File: src/rtl/wcim_pkg.sv
`default_nettype none
package wcim_pkg;

  localparam int WINDOW_COUNT     = 8;
  localparam int MINUTES_PER_HOUR = 60;
  localparam int HOURS_PER_DAY    = 24;
  localparam int DAYS_PER_WEEK    = 7;
  localparam int MINUTES_PER_DAY  = MINUTES_PER_HOUR * HOURS_PER_DAY;

  // Index into the window table, and a count that can also hold the table size.
  localparam int SLOT_IDX_W = (WINDOW_COUNT > 1) ? $clog2(WINDOW_COUNT) : 1;
  localparam int SLOT_CNT_W = $clog2(WINDOW_COUNT + 1);

  // Widest dividend seen by the normalizer: a 16-bit field plus a small carry.
  localparam int RAW_W  = 17;
  localparam int WMIN_W = 14;
  localparam int WIN_W  = 2 * WMIN_W;

  typedef enum logic [2:0] {
    OP_ADD_MIN    = 3'd0,
    OP_ADD_HOUR   = 3'd1,
    OP_ADD_DAY    = 3'd2,
    OP_SET_TIME   = 3'd3,
    OP_SET_WINDOW = 3'd4
  } op_t;

  typedef struct packed {
    logic [2:0]  operation;
    logic [15:0] amount;
    logic [15:0] time_day;
    logic [15:0] time_hour;
    logic [15:0] time_min;
    logic [15:0] end_day;
    logic [15:0] end_hour;
    logic [15:0] end_min;
    logic [7:0]  slot;
  } wcim_in_t;

  typedef struct packed {
    logic [2:0] cur_day;
    logic [4:0] cur_hour;
    logic [5:0] cur_min;
    logic [3:0] active_slot;
  } wcim_out_t;

  typedef struct packed {
    logic [2:0] day;
    logic [4:0] hour;
    logic [5:0] minute;
  } clk_time_t;

  typedef struct packed {
    logic [RAW_W-1:0] day;
    logic [RAW_W-1:0] hour;
    logic [RAW_W-1:0] minute;
  } raw_time_t;

  typedef struct packed {
    logic                  done;
    logic [SLOT_CNT_W-1:0] slot;
  } scan_status_t;

  // Minute of the week for a normalized time.
  function automatic logic [WMIN_W-1:0] week_minute(input clk_time_t t);
    logic [WMIN_W-1:0] day_part;
    logic [WMIN_W-1:0] hour_part;
    day_part  = WMIN_W'(int'(t.day) * MINUTES_PER_DAY);
    hour_part = WMIN_W'(int'(t.hour) * MINUTES_PER_HOUR);
    return day_part + hour_part + WMIN_W'(t.minute);
  endfunction

endpackage
`default_nettype wire

File: src/rtl/weekly_clock_interval_matcher.sv
// Channel  | Ports                      | Handshake
// ---------+----------------------------+-------------------------------------------
// input    | start, busy, in_item       | transaction taken when start && !busy
// result   | out_valid, out_result      | one-cycle strobe, receiver cannot stall
//
// Each transaction yields one result. A clock operation normalizes the new time once,
// a window write normalizes its start and then its end, and an unused code goes
// straight to the search. A normalization resolves three carries (minute, hour, day),
// each in a multiply state and a fix state, and the search reads one entry per cycle.
// Reset is synchronous and active low; it zeroes the clock and clears the window valid
// bits. The receiver cannot stall; a new transaction can be taken in the strobe cycle.
`default_nettype none
module weekly_clock_interval_matcher import wcim_pkg::*; (
  input  wire logic     clk,
  input  wire logic     rst_n,
  input  wire logic     start,
  input  wire wcim_in_t in_item,
  output logic          busy,
  output logic          out_valid,
  output wcim_out_t     out_result
);

  // Top-level sequencer. NORM_A normalizes the clock update or the window start,
  // NORM_B the window end, SCAN launches the window search and WAIT collects it.
  typedef enum logic [4:0] {
    ST_IDLE   = 5'b00001,
    ST_NORM_A = 5'b00010,
    ST_NORM_B = 5'b00100,
    ST_SCAN   = 5'b01000,
    ST_WAIT   = 5'b10000
  } state_t;

  state_t                state_r, state_nxt;
  op_t                   op_r;
  raw_time_t             raw_end_r;
  logic [SLOT_IDX_W-1:0] slot_r;
  logic [WMIN_W-1:0]     start_wm_r;
  clk_time_t             clock_r;
  logic [WINDOW_COUNT-1:0] valid_r;
  logic                  out_valid_r;
  wcim_out_t             out_r;

  op_t                   in_op;
  logic                  in_known;
  logic                  accept;
  raw_time_t             raw_a;
  logic [SLOT_IDX_W-1:0] slot_sat;

  logic                  norm_start;
  raw_time_t             norm_raw;
  logic                  norm_done;
  clk_time_t             norm_res;
  logic [WMIN_W-1:0]     norm_wm;

  logic                  ram_we;
  logic [WIN_W-1:0]      ram_wdata;
  logic [SLOT_IDX_W-1:0] ram_raddr;
  logic [WIN_W-1:0]      ram_rdata;

  logic                  scan_start;
  scan_status_t          scan_status;
  logic [WMIN_W-1:0]     now_wm;

  assign busy     = (state_r != ST_IDLE);
  assign accept   = start && !busy;
  assign in_op    = op_t'(in_item.operation);
  assign in_known = in_op inside {OP_ADD_MIN, OP_ADD_HOUR, OP_ADD_DAY, OP_SET_TIME,
                                  OP_SET_WINDOW};

  // Slot numbers beyond the table land on its last entry.
  assign slot_sat = (in_item.slot > 8'(WINDOW_COUNT - 1)) ?
                    SLOT_IDX_W'(WINDOW_COUNT - 1) : in_item.slot[SLOT_IDX_W-1:0];

  // Raw time handed to the normalizer when a transaction is taken. The sums are
  // formed at full width so that any 16-bit amount carries correctly.
  always_comb begin
    raw_a.day    = RAW_W'(clock_r.day);
    raw_a.hour   = RAW_W'(clock_r.hour);
    raw_a.minute = RAW_W'(clock_r.minute);
    case (in_op)
      OP_ADD_MIN:  raw_a.minute = RAW_W'(clock_r.minute) + RAW_W'(in_item.amount);
      OP_ADD_HOUR: raw_a.hour   = RAW_W'(clock_r.hour) + RAW_W'(in_item.amount);
      OP_ADD_DAY:  raw_a.day    = RAW_W'(clock_r.day) + RAW_W'(in_item.amount);
      OP_SET_TIME, OP_SET_WINDOW: begin
        raw_a.day    = RAW_W'(in_item.time_day);
        raw_a.hour   = RAW_W'(in_item.time_hour);
        raw_a.minute = RAW_W'(in_item.time_min);
      end
      default: ;
    endcase
  end

  // The second normalization of a window write reuses the same unit for the end.
  assign norm_start = (accept && in_known) ||
                      (state_r == ST_NORM_A && norm_done && op_r == OP_SET_WINDOW);
  assign norm_raw   = (state_r == ST_IDLE) ? raw_a : raw_end_r;
  assign norm_wm    = week_minute(norm_res);

  wcim_norm u_norm (
    .clk    (clk),
    .rst_n  (rst_n),
    .start  (norm_start),
    .raw    (norm_raw),
    .done   (norm_done),
    .result (norm_res)
  );

  // A window is stored as its lower and upper minute of the week, swapped when
  // given out of order. The write always lands before the search starts reading.
  assign ram_we    = (state_r == ST_NORM_B) && norm_done;
  assign ram_wdata = (start_wm_r < norm_wm) ? {start_wm_r, norm_wm} : {norm_wm, start_wm_r};

  wcim_ram #(
    .WIDTH (WIN_W),
    .DEPTH (WINDOW_COUNT)
  ) u_win_ram (
    .clk     (clk),
    .wr_en   (ram_we),
    .wr_addr (slot_r),
    .wr_data (ram_wdata),
    .rd_addr (ram_raddr),
    .rd_data (ram_rdata)
  );

  assign scan_start = (state_r == ST_SCAN);
  assign now_wm     = week_minute(clock_r);

  wcim_scan u_scan (
    .clk     (clk),
    .rst_n   (rst_n),
    .start   (scan_start),
    .now     (now_wm),
    .valid   (valid_r),
    .rd_data (ram_rdata),
    .rd_addr (ram_raddr),
    .status  (scan_status)
  );

  always_comb begin
    state_nxt = state_r;
    case (state_r)
      ST_IDLE: begin
        if (accept) state_nxt = in_known ? ST_NORM_A : ST_SCAN;
      end
      ST_NORM_A: begin
        if (norm_done) state_nxt = (op_r == OP_SET_WINDOW) ? ST_NORM_B : ST_SCAN;
      end
      ST_NORM_B: begin
        if (norm_done) state_nxt = ST_SCAN;
      end
      ST_SCAN: state_nxt = ST_WAIT;
      ST_WAIT: begin
        if (scan_status.done) state_nxt = ST_IDLE;
      end
      default: state_nxt = ST_IDLE;
    endcase
  end

  // Control state: sequencer, clock, window valid bits and the result strobe.
  always_ff @(posedge clk) begin
    if (!rst_n) begin
      state_r     <= ST_IDLE;
      clock_r     <= '0;
      valid_r     <= '0;
      out_valid_r <= 1'b0;
    end else begin
      state_r     <= state_nxt;
      out_valid_r <= (state_r == ST_WAIT) && scan_status.done;
      if (state_r == ST_NORM_A && norm_done && op_r != OP_SET_WINDOW) begin
        clock_r <= norm_res;
      end
      if (ram_we) begin
        valid_r[slot_r] <= 1'b1;
      end
    end
  end

  // Transaction payload and the result register.
  always_ff @(posedge clk) begin
    if (accept) begin
      op_r             <= in_op;
      slot_r           <= slot_sat;
      raw_end_r.day    <= RAW_W'(in_item.end_day);
      raw_end_r.hour   <= RAW_W'(in_item.end_hour);
      raw_end_r.minute <= RAW_W'(in_item.end_min);
    end
    if (state_r == ST_NORM_A && norm_done) begin
      start_wm_r <= norm_wm;
    end
    if (state_r == ST_WAIT && scan_status.done) begin
      out_r.cur_day     <= clock_r.day;
      out_r.cur_hour    <= clock_r.hour;
      out_r.cur_min     <= clock_r.minute;
      out_r.active_slot <= 4'(scan_status.slot);
    end
  end

  assign out_valid  = out_valid_r;
  assign out_result = out_r;

  // A result is only ever presented once the sequencer has returned to idle.
  a_result_when_idle: assert property (@(posedge clk) disable iff (!rst_n)
    out_valid |-> (state_r == ST_IDLE))
    else $error("result strobe while the sequencer is busy");

  // Every taken transaction keeps the block busy in the following cycle.
  a_accept_busy: assert property (@(posedge clk) disable iff (!rst_n)
    accept |=> busy)
    else $error("transaction taken but block not busy afterwards");

  // The reported time is always normalized and the slot never exceeds the table size.
  a_result_range: assert property (@(posedge clk) disable iff (!rst_n)
    out_valid |-> (int'(out_result.cur_min) < MINUTES_PER_HOUR) &&
                  (int'(out_result.cur_hour) < HOURS_PER_DAY) &&
                  (int'(out_result.cur_day) < DAYS_PER_WEEK) &&
                  (int'(out_result.active_slot) <= WINDOW_COUNT))
    else $error("result out of range");

  // The table is written only while the window end is being normalized.
  a_write_in_norm_b: assert property (@(posedge clk) disable iff (!rst_n)
    ram_we |-> (op_r == OP_SET_WINDOW) && norm_done)
    else $error("window table written outside a window transaction");

endmodule
`default_nettype wire

File: src/rtl/wcim_ram.sv
`default_nettype none
module wcim_ram #(
  parameter int WIDTH = 8,
  parameter int DEPTH = 8
) (
  input  wire logic                                     clk,
  input  wire logic                                     wr_en,
  input  wire logic [((DEPTH > 1) ? $clog2(DEPTH) : 1)-1:0] wr_addr,
  input  wire logic [WIDTH-1:0]                         wr_data,
  input  wire logic [((DEPTH > 1) ? $clog2(DEPTH) : 1)-1:0] rd_addr,
  output logic      [WIDTH-1:0]                         rd_data
);

  logic [WIDTH-1:0] mem_r [DEPTH];

  always_ff @(posedge clk) begin
    if (wr_en) begin
      mem_r[wr_addr] <= wr_data;
    end
    rd_data <= mem_r[rd_addr];
  end

endmodule
`default_nettype wire

File: src/rtl/wcim_norm.sv
`default_nettype none
module wcim_norm import wcim_pkg::*; (
  input  wire logic      clk,
  input  wire logic      rst_n,
  input  wire logic      start,
  input  wire raw_time_t raw,
  output logic           done,
  output clk_time_t      result
);

  // Division by a constant through a reciprocal: the estimate is at most one low.
  localparam int DIV_K   = RAW_W;
  localparam int RECIP_W = RAW_W;
  localparam int PROD_W  = RAW_W + RECIP_W;
  localparam int DIV_W   = 6;
  localparam int REM_W   = DIV_W + 1;
  localparam int DIFF_W  = RAW_W + DIV_W;

  localparam logic [RECIP_W-1:0] RECIP_MIN  = RECIP_W'((1 << DIV_K) / MINUTES_PER_HOUR);
  localparam logic [RECIP_W-1:0] RECIP_HOUR = RECIP_W'((1 << DIV_K) / HOURS_PER_DAY);
  localparam logic [RECIP_W-1:0] RECIP_DAY  = RECIP_W'((1 << DIV_K) / DAYS_PER_WEEK);

  typedef enum logic [2:0] {
    NS_IDLE = 3'b001,
    NS_MUL  = 3'b010,
    NS_FIX  = 3'b100
  } nstate_t;

  typedef enum logic [1:0] {
    STG_MIN  = 2'd0,
    STG_HOUR = 2'd1,
    STG_DAY  = 2'd2
  } stage_t;

  nstate_t            state_r, state_nxt;
  stage_t             stage_r;
  logic               done_r;
  logic [RAW_W-1:0]   x_r;
  logic [RAW_W-1:0]   hour_r;
  logic [RAW_W-1:0]   day_r;
  logic [PROD_W-1:0]  prod_r;
  clk_time_t          result_r;

  logic [DIV_W-1:0]   div_c;
  logic [RECIP_W-1:0] recip_c;
  logic [RAW_W-1:0]   q_est;
  logic [DIFF_W-1:0]  rem_full;
  logic [REM_W-1:0]   rem_est;
  logic [REM_W-1:0]   rem_fix;
  logic [RAW_W-1:0]   q_fix;
  logic [RAW_W:0]     carry_sum;

  always_comb begin
    case (stage_r)
      STG_MIN: begin
        div_c   = DIV_W'(MINUTES_PER_HOUR);
        recip_c = RECIP_MIN;
      end
      STG_HOUR: begin
        div_c   = DIV_W'(HOURS_PER_DAY);
        recip_c = RECIP_HOUR;
      end
      default: begin
        div_c   = DIV_W'(DAYS_PER_WEEK);
        recip_c = RECIP_DAY;
      end
    endcase

    q_est    = prod_r[DIV_K +: RAW_W];
    rem_full = DIFF_W'(x_r) - DIFF_W'(q_est) * DIFF_W'(div_c);
    rem_est  = rem_full[REM_W-1:0];
    if (rem_est >= REM_W'(div_c)) begin
      rem_fix = rem_est - REM_W'(div_c);
      q_fix   = q_est + RAW_W'(1);
    end else begin
      rem_fix = rem_est;
      q_fix   = q_est;
    end

    if (stage_r == STG_MIN) begin
      carry_sum = (RAW_W + 1)'(hour_r) + (RAW_W + 1)'(q_fix);
    end else begin
      carry_sum = (RAW_W + 1)'(day_r) + (RAW_W + 1)'(q_fix);
    end
  end

  always_comb begin
    state_nxt = state_r;
    case (state_r)
      NS_IDLE: if (start) state_nxt = NS_MUL;
      NS_MUL:  state_nxt = NS_FIX;
      NS_FIX:  state_nxt = (stage_r == STG_DAY) ? NS_IDLE : NS_MUL;
      default: state_nxt = NS_IDLE;
    endcase
  end

  always_ff @(posedge clk) begin
    if (!rst_n) begin
      state_r <= NS_IDLE;
      stage_r <= STG_MIN;
      done_r  <= 1'b0;
    end else begin
      state_r <= state_nxt;
      done_r  <= (state_r == NS_FIX) && (stage_r == STG_DAY);
      if (state_r == NS_IDLE && start) begin
        stage_r <= STG_MIN;
      end else if (state_r == NS_FIX) begin
        case (stage_r)
          STG_MIN:  stage_r <= STG_HOUR;
          STG_HOUR: stage_r <= STG_DAY;
          default:  stage_r <= STG_MIN;
        endcase
      end
    end
  end

  always_ff @(posedge clk) begin
    case (state_r)
      NS_IDLE: begin
        if (start) begin
          x_r    <= raw.minute;
          hour_r <= raw.hour;
          day_r  <= raw.day;
        end
      end
      NS_MUL: begin
        prod_r <= PROD_W'(x_r) * PROD_W'(recip_c);
      end
      NS_FIX: begin
        x_r <= carry_sum[RAW_W-1:0];
        case (stage_r)
          STG_MIN:  result_r.minute <= rem_fix[5:0];
          STG_HOUR: result_r.hour   <= rem_fix[4:0];
          default:  result_r.day    <= rem_fix[2:0];
        endcase
      end
      default: ;
    endcase
  end

  assign done   = done_r;
  assign result = result_r;

endmodule
`default_nettype wire

File: src/rtl/wcim_scan.sv
`default_nettype none
module wcim_scan import wcim_pkg::*; (
  input  wire logic                    clk,
  input  wire logic                    rst_n,
  input  wire logic                    start,
  input  wire logic [WMIN_W-1:0]       now,
  input  wire logic [WINDOW_COUNT-1:0] valid,
  input  wire logic [WIN_W-1:0]        rd_data,
  output logic      [SLOT_IDX_W-1:0]   rd_addr,
  output scan_status_t                 status
);

  typedef enum logic [1:0] {
    SS_IDLE = 2'b01,
    SS_RUN  = 2'b10
  } sstate_t;

  sstate_t               state_r, state_nxt;
  logic [SLOT_IDX_W-1:0] chk_r;
  logic [WMIN_W-1:0]     now_r;
  logic                  done_r;
  logic [SLOT_CNT_W-1:0] slot_r;

  logic [WMIN_W-1:0]     win_lo;
  logic [WMIN_W-1:0]     win_hi;
  logic                  hit;
  logic                  last;

  // The read data in a run cycle belongs to the entry held in chk_r.
  assign win_lo = rd_data[WIN_W-1:WMIN_W];
  assign win_hi = rd_data[WMIN_W-1:0];
  assign hit    = valid[chk_r] && (now_r > win_lo) && (now_r < win_hi);
  assign last   = (chk_r == SLOT_IDX_W'(WINDOW_COUNT - 1));

  always_comb begin
    if (state_r == SS_RUN && !hit && !last) begin
      rd_addr = chk_r + SLOT_IDX_W'(1);
    end else begin
      rd_addr = '0;
    end
  end

  always_comb begin
    state_nxt = state_r;
    case (state_r)
      SS_IDLE: if (start) state_nxt = SS_RUN;
      SS_RUN:  if (hit || last) state_nxt = SS_IDLE;
      default: state_nxt = SS_IDLE;
    endcase
  end

  always_ff @(posedge clk) begin
    if (!rst_n) begin
      state_r <= SS_IDLE;
      done_r  <= 1'b0;
    end else begin
      state_r <= state_nxt;
      done_r  <= (state_r == SS_RUN) && (hit || last);
    end
  end

  always_ff @(posedge clk) begin
    if (state_r == SS_IDLE) begin
      if (start) begin
        now_r <= now;
        chk_r <= '0;
      end
    end else begin
      if (hit) begin
        slot_r <= SLOT_CNT_W'(chk_r);
      end else if (last) begin
        slot_r <= SLOT_CNT_W'(WINDOW_COUNT);
      end else begin
        chk_r <= chk_r + SLOT_IDX_W'(1);
      end
    end
  end

  assign status.done = done_r;
  assign status.slot = slot_r;

endmodule
`default_nettype wire
File: config.mk
export PLATFORM = sky130hd
export DESIGN_NAME = weekly_clock_interval_matcher
export DESIGN_NICKNAME = d
export VERILOG_FILES = /design/src/rtl/wcim_pkg.sv /design/src/rtl/weekly_clock_interval_matcher.sv /design/src/rtl/wcim_ram.sv /design/src/rtl/wcim_norm.sv /design/src/rtl/wcim_scan.sv
export SDC_FILE = /design/constraint.sdc
export NUM_CORES = 1
export LEC_CHECK = 0
export BUFFER_PORTS_ARGS = -buffer_cell sky130_fd_sc_hd__buf_2
export CORE_MARGIN = 4
export CORE_UTILIZATION = 45
export DETAILED_ROUTE_END_ITERATION = 10
export PLACE_DENSITY_LB_ADDON = 0.05
export SYNTH_ARGS = -nofsm -noshare
export SYNTH_HDL_FRONTEND = slang
export SYNTH_HIERARCHICAL = 1
export SYNTH_SLANG_ARGS = --single-unit
export TNS_END_PERCENT = 5
File: constraint.sdc
create_clock -name clk -period 14.9 [get_ports clk]
set_input_delay 1.49 -clock clk [delete_from_list [all_inputs] [get_ports clk]]
set_output_delay 1.49 -clock clk [all_outputs]
set_load 0.02 [all_outputs]
==> results.ini, run 1 <==
[sta]
rsz0062_at_grt=false
worst_pin_slew_ns=1.06
fmax_ghz=0.113
finalSetupTns_ns=0
setup_violations=0
hold_viol_final=0
slew_headroom_pct=27.6
finClkSkew_ns=0.0459
period_share_pct=59.6
finalMaxSlewViolations=0
finalCriticalPeriod_ns=8.88

[layout]
drive_gt1_share_pct=14.3
nets=3294
register_area_um2=13600
area_delta_synth_final_pct=11.3
multi_input_area_um2=16000
fin_area_um2=34600
nFillCells=6026

[floorplan]
std_cell_rows=96
die_w_um=271
initial_core_util_pct=45.4
io_pins=146
dieArea_um2=73400
core_um2=68600
fp.dieH_um=271

[yosys]
synth_area_leaders=edfxtp_1, ha_1, fa_1
synthFlopType=edfxtp_1
ys_seq_elements=476
synth_edf_count=411
syn_nets=3154
ys_async_sr_fraction_pct=0
synthCells=2548
synth_area_um2=31100
synth_area_leader_cell=edfxtp_1
synth_cell_types=79
synth.most_common_cell=edfxtp_1
synth_top_area_share_pct=39.7
synth_common_cells=edfxtp_1, inv_1, ha_1, fa_1, nor2_1
syn_area_per_cell_um2=12.2
synth-seq-area-share_pct=43.9
synth_warnings=6

[cts]
cts_resized=0
cts.sinks=476
cts_made_buffers=51
insertion_delay_ns=0.62
cts-htree-levels=2
cts_root_buf=clkbuf_16
clk_path_buf_depth=3
post_cts_buffers=0
cts_tree=yes
cts-hold-fix-buffers=0
clk_pin_slew_ns=0.06

[critical_path]
slowest_delay_ns=0.95
cp.depth=25
cp-end-kind=flop
startpoint_type=flop
r2r-end=u_norm/x_r[16]
critPathArrivalTime_ns=9.30
critPathLaunch=u_norm/stage_r[1]
cp_slowest_cell=a2111oi_0
cp_common_cell=fa_1
crit_type=reg -> reg
worst-path-buf-inv=3
r2r_cells=25
r2r-start=u_norm/stage_r[1]
path_max_fanout=33
cpLargestDelayFamily=adder cells
ff2ff_setup_slack_ns=6.02
required_ns=15.32

[pwr]
p_clk_share_pct=36.0
max-vdd-ir-drop_uv=86.3
cellLeakagePower_nw=14.5
switchingPower_mw=1.05
p_per_area_nw_per_um2=105
p_int_mw=2.60
seqPwrFrac_pct=42.4
p_sw_share_pct=28.6
combPwrFrac_pct=21.6

[grt]
grt_overflow=0
grt_pass1_wl_mm=121
grt_max_degree=57
grt_pass1_vias=20800
antenna_found_initial=2
grt_usage_pct=21.2

[place]
io_buffer_count=145
dp_hpwl_mm=56.4
gp_congestion=0.867
placed_cell_area_um2=32900

[route]
wl_mm=77.0
drt_iter0_markers=1252
drc=0
viasPerCell=5.39
ant_nets=0
drt-pass1-iter-count=7
num_vias=19700
routedWlPerCell_um=21.0

[hold_path]
min_path_cells=0
holdPathEnd=out_result[3]
hp-start=u_scan/slot_r[3]
hp-class=reg -> reg

[flow_run]
cap_violations=0

[outcome]
status=finished, final reports clean

==> how the worst max path moves through the flow <==
stage	end	slack, ns
after floorplan	u_norm/x_r[16]	7.48
after global placement	u_norm/x_r[16]	6.34
after detailed placement	u_norm/x_r[16]	6.10
after CTS	u_norm/x_r[16]	6.05
after global routing	u_norm/x_r[16]	5.49
final	u_norm/x_r[16]	6.02
==> flip-flops by register name, indices dropped and copies added (netlist names), 15 cells and up <==
| register | flops |
|---|---|
| u_win_ram/mem_r | 224 |
| out_result | 18 |
| u_norm/x_r | 17 |
| raw_end_r | 48 |
| u_norm/hour_r | 17 |
| u_norm/prod_r | 15 |
| u_win_ram/rd_data | 28 |
| u_norm/day_r | 17 |
==> cells in the final DEF (no fill, tap or decap), drive strengths merged, types with 8 or more instances in the layout <==
master	n
edfxtp	411
inv	315
ha	301
fa	179
buf	167
nor2	154
nand2	121
o21ai	91
xnor2	88
a21oi	88
clkbuf	69
mux2	67
dfxtp	65
and2	65
mux4	57
nor2b	46
xor2	36
a21o	35
nor3	34
and3	30
a221oi	28
nand3	25
nand4	19
clkinv	19
o21a	17
a31oi	17
or3	14
nand2b	14
mux2i	14
a211oi	14
a22oi	11
o21bai	9
o211ai	9
o31ai	8
nor4	8
==> layer usage <==
metal  vias up  part of all wire (%)  wire (um)  GRT usage, %
li1       9357                     -          -             -
met1      9848                    49      37700          32.3
met2       447                    44      33900          32.5
met3        94                   4.8       3730          2.86
met4         2                   2.1       1630          4.81
met5         -                 0.021         16             0
==> cell families (layout without fill, tap and decap cells) <==
| kind of cell | Yosys count | after routing | share of synthesized area (%) |
|---|---|---|---|
| DFF | 476 | 476 | 43.9 |
| muxes | 138 | 138 | 7.07 |
| buffers and inverters | 395 | 578 | 5.04 |
| xor gates and xnor gates | 125 | 125 | 3.56 |
| and+or+nand+nor | 568 | 568 | 9.23 |
| adders and majority gates | 480 | 480 | 23.6 |
| AOI/OAI and AO/OA | 366 | 366 | 7.62 |
| other | 0 | 2 | 0 |
==> area by class of cell <==
cell class                 instances  area share (%)
tap                              931            3.36
clock inverter                    27           0.990
multi-input combinational       1677            46.2
sequential                       476            39.4
inverter                         315            3.41
timing repair buffer             167            2.57
clock buffer                      69            4.08
antenna                            2          0.0145
==> through the flow <==
stage               cells  util (%)  setup slack (ns)  hold slack, ns  power (mW)
floorplan            2548         -              7.48           0.400        2.13
global placement     3566      47.9              6.34           0.413        2.35
detailed placement   3566      47.9              6.10           0.407        2.36
CTS                  3662      50.5              6.05           0.439        3.69
global route         3662      50.5              5.49           0.441        3.86
finish               3664      50.5              6.02           0.441        3.65
==> worst reg2reg max path, stage by stage, from the launching register on <==
cell and delay [ns]:
dfxtp_1 0.31, buf_4 0.31, nand2b_1 0.78, nand2_1 0.20, fa_1 0.58, inv_1 0.04
ha_1 0.29, fa_1 0.55, inv_1 0.06, fa_1 0.45, ha_1 0.35, xnor2_1 0.24
ha_1 0.32, a21oi_1 0.15, o21ai_0 0.09, o21ai_0 0.15, and3b_1 0.76, mux2_2 0.45
fa_1 0.43, a21o_1 0.17, a21o_1 0.20, a2111oi_0 0.95, or4_1 0.30, a311oi_1 0.11
or3_1 0.32, a31oi_1 0.18
==> power by group through the flow <==
stage	clock network (mW)	logic [mW]	registers (mW)
after global routing	1.40	0.903	1.55
final	1.31	0.789	1.55
after floorplan	0	0.566	1.56
after detailed placement	0	0.786	1.58
after global placement	0	0.777	1.57
after CTS	1.35	0.797	1.55
Power figures use the tool's default switching activity.
==> run 2: changes to the inputs <==
clock period = 7.6 ns   (was 14.9 ns; I/O delays follow)
==> run 2 against run 1 <==
- combinational power up 96%
- maximum frequency increased by 25%
- first-iteration DRC count fell by 3.4%
- non-clock buffer count increased by 14
- flip-flop and latch count stayed put
- critical path depth shrank 4
- final cell count increased by 0.49%
==> results.ini, run 2 (synthesized netlist as in run 1, its figures left out) <==
[layout]
largestRegisters=u_win_ram/mem_r x224, raw_end_r x48, u_win_ram/rd_data x28
regMostFlops=u_win_ram/mem_r
stdcell_count=3682
area_delta_synth_final_pct=12.4
nets=3309
drive_gt1_share_pct=15.1
layout_commonest_cell=edfxtp_1
layout_common_cells=edfxtp_1, inv_1, ha_1
largest_reg_flops=224

[flow_run]
cap_violations=0

[pwr]
p_per_area_nw_per_um2=211
cellLeakagePower_nw=14.7
switchingPower_mw=2.06
seqPwrFrac_pct=41.1
p_sw_share_pct=27.9
max-vdd-ir-drop_uv=179
p_int_mw=5.32
combPwrFrac_pct=21.0
p_clk_share_pct=37.9

[hold_path]
hp-start=in_item[54]
holdPathEnd=raw_end_r[48]
min_path_cells=1
hp-class=in -> reg

[grt]
grt_use_met2_pct=32.1
grt_max_degree=57
grt_overflow=0
top_usage_layer=met1
grt_pass1_wl_mm=121
grtUsageMet3_pct=3.41
grt_pass1_vias=20900
grt_usage_pct=21.2
antenna_found_initial=6
met1_usage_pct=32.2

[route]
routedWlPerCell_um=21.0
num_vias=20100
viasPerCell=5.46
drt_iter0_markers=1210
drc=0
drt-pass1-iter-count=8
wl_mm=77.5
ant_nets=0

[critical_path]
cp_slowest_cell=fa_1
r2r_cells=21
cp_common_cell=fa_1
path_max_fanout=49
r2r-end=u_norm/prod_r[28]
ff2ff_setup_slack_ns=0.51
crit_type=reg -> reg
startpoint_type=flop
crit_chain=buf_4, nor2_4, buf_4, and2_1, fa_1, fa_1, fa_1, inv_1, fa_1, fa_1, inv_1, fa_1, ha_1, nor3_1, o21a_1, a211oi_1, buf_4, o21ai_1, o21ai_0, a2111o_1, nand3_1
slowest_delay_ns=0.55
r2r-start=u_norm/stage_r[1]
required_ns=8.04
cp-end-kind=flop
critPathArrivalTime_ns=7.53

[place]
gp_congestion=0.871
dp_hpwl_mm=57.0
io_buffer_count=145
dp_cells=3580

[cts]
cts_made_buffers=52
cts-htree-levels=2
clk_path_buf_depth=3
post_cts_buffers=0
cts-hold-fix-buffers=0
cts_root_buf=clkbuf_16
insertion_delay_ns=0.61
cts.sinks=476
cts_tree=yes
clk_pin_slew_ns=0.06

[sta]
slew_headroom_pct=17.6
period_share_pct=93.3
worst_pin_slew_ns=1.23
finalCriticalPeriod_ns=7.09
fmax_ghz=0.141
finalSetupTns_ns=0
hold_viol_final=0
finClkSkew_ns=0.0389
finalMaxSlewViolations=0
setup_violations=0
rsz0062_at_grt=false

[floorplan]
io_pins=146
std_cell_rows=96
initial_core_util_pct=45.4
core_um2=68600
die_w_um=271
fp.dieH_um=271
dieArea_um2=73400

[outcome]
status=finished, final reports clean

==> run 2: worst max path at each step <==
stage	startpoint	end	slack (ns)	cells past startpoint
floorplan	u_norm/stage_r[1]	u_norm/x_r[16]	0.18	28
global placement	u_norm/stage_r[1]	u_norm/prod_r[28]	0.54	21
detailed placement	u_norm/stage_r[1]	u_norm/prod_r[28]	0.52	21
CTS	u_norm/stage_r[1]	u_norm/prod_r[28]	0.51	21
global route	u_norm/stage_r[1]	u_norm/prod_r[30]	0.02	20
finish	u_norm/stage_r[1]	u_norm/prod_r[28]	0.51	21
==> run 2: final cells by class <==
cell class / instances / area, um2
clock buffer: 68 / 1550
inverter: 315 / 1180
antenna: 4 / 10.0
sequential: 476 / 13600
fill: 6050 / 33600
timing repair buffer: 181 / 1020
multi-input combinational: 1677 / 16000
clock inverter: 30 / 417
tap: 931 / 1160
==> run 2: metrics by stage <==
stage               hold WS (ns)  area [um2]  utilization, %  total power [mW]  worst slack (ns)
CTS                        0.295       35000            51.0              7.46             0.510
floorplan                  0.400       31100               -              4.17             0.180
finish                     0.335       35000            51.0              7.38             0.508
global placement           0.416       33000            48.1              4.62             0.544
detailed placement         0.411       33000            48.1              4.63             0.519
global route               0.306       35000            51.0              7.77            0.0224
==> run 2: layer usage <==
layer | part of all wire, % | wire (um) | vias to the layer above
met4 | 1.9 | 1450 | 2
met5 | 0.012 | 9 | -
met1 | 49 | 37700 | 10100
met3 | 5.5 | 4260 | 98
li1 | - | - | 9386
met2 | 44 | 34100 | 503
==> run 2: repair_timing <==
item | CTS | global route
endpoints found under the setup margin | 0 | 1
endpoints found under the hold margin | 0 | 0
resized for setup | 0 | 1
==> run 2: power groups by stage <==
stage / Combinational [mW] / Sequential [mW] / Clock [mW]
2_1_floorplan: 1.11 / 3.06 / 0
3_3_place_gp: 1.53 / 3.09 / 0
3_5_place_dp: 1.54 / 3.09 / 0
4_1_cts: 1.56 / 3.03 / 2.87
5_1_grt: 1.75 / 3.04 / 2.98
6_report: 1.55 / 3.03 / 2.80
==> run 2: critical path: cells and delay by family (launching register included) <==
family | cells | cell delay [ns]
and+or+nand+nor | 4 | 0.99
adders and majority gates | 7 | 3.28
buffers and inverters | 5 | 1.01
DFF | 1 | 0.35
AOI/OAI and AO/OA | 5 | 1.28
==> run 3: changes to the inputs <==
ABC_AREA = 1   (was unset)
==> run 3 against run 2 <==
- non-clock buffer count grew 6
- critical path depth grew 15
- synthesized area grew 6.3%
- synthesized cell count grew 44%
- utilization shrank 0.58 points
- total power grew 15%
- maximum frequency grew 3.5%
- clock power shrank 5%
- clock skew shrank 0.0078 ns
- critical endpoint is now u_norm/x_r[13]
- largest cell class unchanged
- largest power group unchanged
- highest routed layer unchanged
==> results.ini, run 3 <==
[yosys]
synth.most_common_cell=nand2_1
synth_top_area_share_pct=37.3
synth_edf_count=411
syn_nets=4283
synth_area_leaders=edfxtp_1, ha_1, fa_1
syn_area_per_cell_um2=8.99
synth_area_leader_cell=edfxtp_1
synth_area_um2=33100
ys_seq_elements=476
synth_cell_types=59
synth_common_cells=nand2_1, inv_1, edfxtp_1, ha_1, nor2_1
synth_warnings=6
synth-seq-area-share_pct=41.3
synthCells=3677
synthFlopType=edfxtp_1
ys_async_sr_fraction_pct=0

[layout]
area_delta_synth_final_pct=11.1
multi_input_area_um2=16300
largestRegisters=u_win_ram/mem_r x224, raw_end_r x48, u_win_ram/rd_data x28
layout_common_cells=nand2_1, inv_1, edfxtp_1
layout_commonest_cell=nand2_1
regMostFlops=u_win_ram/mem_r
fin_util_pct=50.4
nFillCells=7012
drive_gt1_share_pct=8.60
antenna_cells=0
nets=4434
largest_reg_flops=224
register_area_um2=13600

[flow_run]
cap_violations=0

[floorplan]
dieArea_um2=77900
die_w_um=279
std_cell_rows=99
core_um2=72800
initial_core_util_pct=45.4
fp.dieH_um=279
io_pins=146

[cts]
clk_pin_slew_ns=0.06
cts-htree-levels=2
clk_path_buf_depth=3
cts_root_buf=clkbuf_16
cts_made_buffers=53
cts-hold-fix-buffers=0
cts_resized=0
cts.sinks=476
insertion_delay_ns=0.62
post_cts_buffers=0
cts_tree=yes

[sta]
rsz0062_at_grt=false
slew_headroom_pct=23.1
finClkSkew_ns=0.0312
hold_viol_final=0
whs_ns=0.322
finalSetupTns_ns=0
worst_pin_slew_ns=1.14
setup_violations=0
finalCriticalPeriod_ns=6.86
finalMaxSlewViolations=0
period_share_pct=90.2
worst_slack_ns=0.745
fmax_ghz=0.146

[grt]
grt_pass1_vias=24100
grt_usage_pct=22.7
grt_max_degree=79
antenna_found_initial=1
grt_pass1_wl_mm=138
grt_overflow=0

[pwr]
p_sw_share_pct=33.8
seqPwrFrac_pct=36.8
p_int_mw=5.61
max-vdd-ir-drop_uv=179
cellLeakagePower_nw=17.9
combPwrFrac_pct=31.8
switchingPower_mw=2.87
p_clk_share_pct=31.5
p_per_area_nw_per_um2=231

[hold_path]
min_path_cells=1
hp-class=in -> reg

[place]
place_ws_ns=0.758
dp_hpwl_mm=64.4
gp_congestion=0.919
io_buffer_count=145

[route]
num_vias=23900
routedWlPerCell_um=17.9
drt-pass1-iter-count=6
wl_mm=86.7
ant_nets=0
drc=0
drt_iter0_markers=1548
viasPerCell=4.94

[critical_path]
required_ns=7.95
crit_type=reg -> reg
cp_common_cell=nand2_1
slowest_delay_ns=0.50
startpoint_type=flop
cp_slowest_cell=fa_1
cp-end-kind=flop
path_max_fanout=20
critPathArrivalTime_ns=7.21
r2r_cells=36

[outcome]
status=finished, final reports clean

run 3: changes by cell type after synthesis, moves of 29 or more:
cell / delta
buf_2: +29
mux2_2: -64
nor2_1: +100
xnor2_1: -58
mux4_2: -51
nand2_1: +729
nand3_1: +211
nor2b_1: -46
and2_1: -65
a21oi_1: +120
inv_1: +405
and3_1: -29
run 3: cell type report:
type                            count  share of cell area [%]
Inverter                          731                    7.48
Tap cell                          959                    3.27
Clock buffer                       66                    3.86
Clock inverter                     33                    1.08
Multi-Input combinational cell   2379                    44.3
Sequential cell                   476                    37.2
Timing Repair Buffer              187                    2.84
run 3: path summary, 6_finish.rpt:
| path | slack [ns] | from | to |
|---|---|---|---|
| max | 0.74 | u_norm/stage_r[1] | u_norm/x_r[13] |
| min | 0.32 | in_item[47] | raw_end_r[41] |
| max reg2reg | 0.74 | u_norm/stage_r[1] | u_norm/x_r[13] |
| min reg2reg | 0.42 | u_scan/slot_r[0] | out_result[0] |
run 3: logic make-up (layout without fill, tap and decap cells):
logic type,Yosys count,count (layout),synth area share (%)
and+or+nand+nor,1433,1433,18.1
AOI/OAI and AO/OA,382,382,6.30
xor gates and xnor gates,80,80,2.12
adders and majority gates,480,480,22.2
DFF,476,476,41.3
muxes,4,4,0.129
buffers and inverters,822,1017,9.84
run 3: through the flow:
stage                     power, mW  cells  area (um2)
final                          8.47   4831       36700
after global routing           9.09   4831       36700
after CTS                      8.58   4831       36700
after detailed placement       5.88   4732       34900
after global placement         5.89   4732       34900
after floorplan                5.11   3677       33100
run 3: power groups by stage:
| stage | clock (mW) | sequential [mW] | combinational, mW |
|---|---|---|---|
| 2_1_floorplan | 0 | 3.15 | 1.96 |
| 3_3_place_gp | 0 | 3.17 | 2.72 |
| 3_5_place_dp | 0 | 3.17 | 2.70 |
| 4_1_cts | 2.73 | 3.12 | 2.73 |
| 5_1_grt | 2.85 | 3.12 | 3.12 |
| 6_report | 2.67 | 3.12 | 2.69 |
run 3: routing by layer:
layer	vias to the layer above	global-route usage, %	share of wire (%)
li1	12100	-	-
met1	11100	30.2	44
met2	498	38.7	48
met3	137	3.03	4.2
met4	2	7.21	3.4
met5	-	0	0.0081
run 3: critical path, delay by kind of cell, from the launching register on:
| family | cells | cell delay, ns |
|---|---|---|
| adder cells (fa/ha/maj) | 7 | 2.64 |
| AO/OA/AOI/OAI | 7 | 1.27 |
| buffers and inverters | 8 | 0.83 |
| flip-flops | 1 | 0.34 |
| XOR/XNOR | 2 | 0.33 |
| AND/OR/NAND/NOR | 12 | 1.20 |
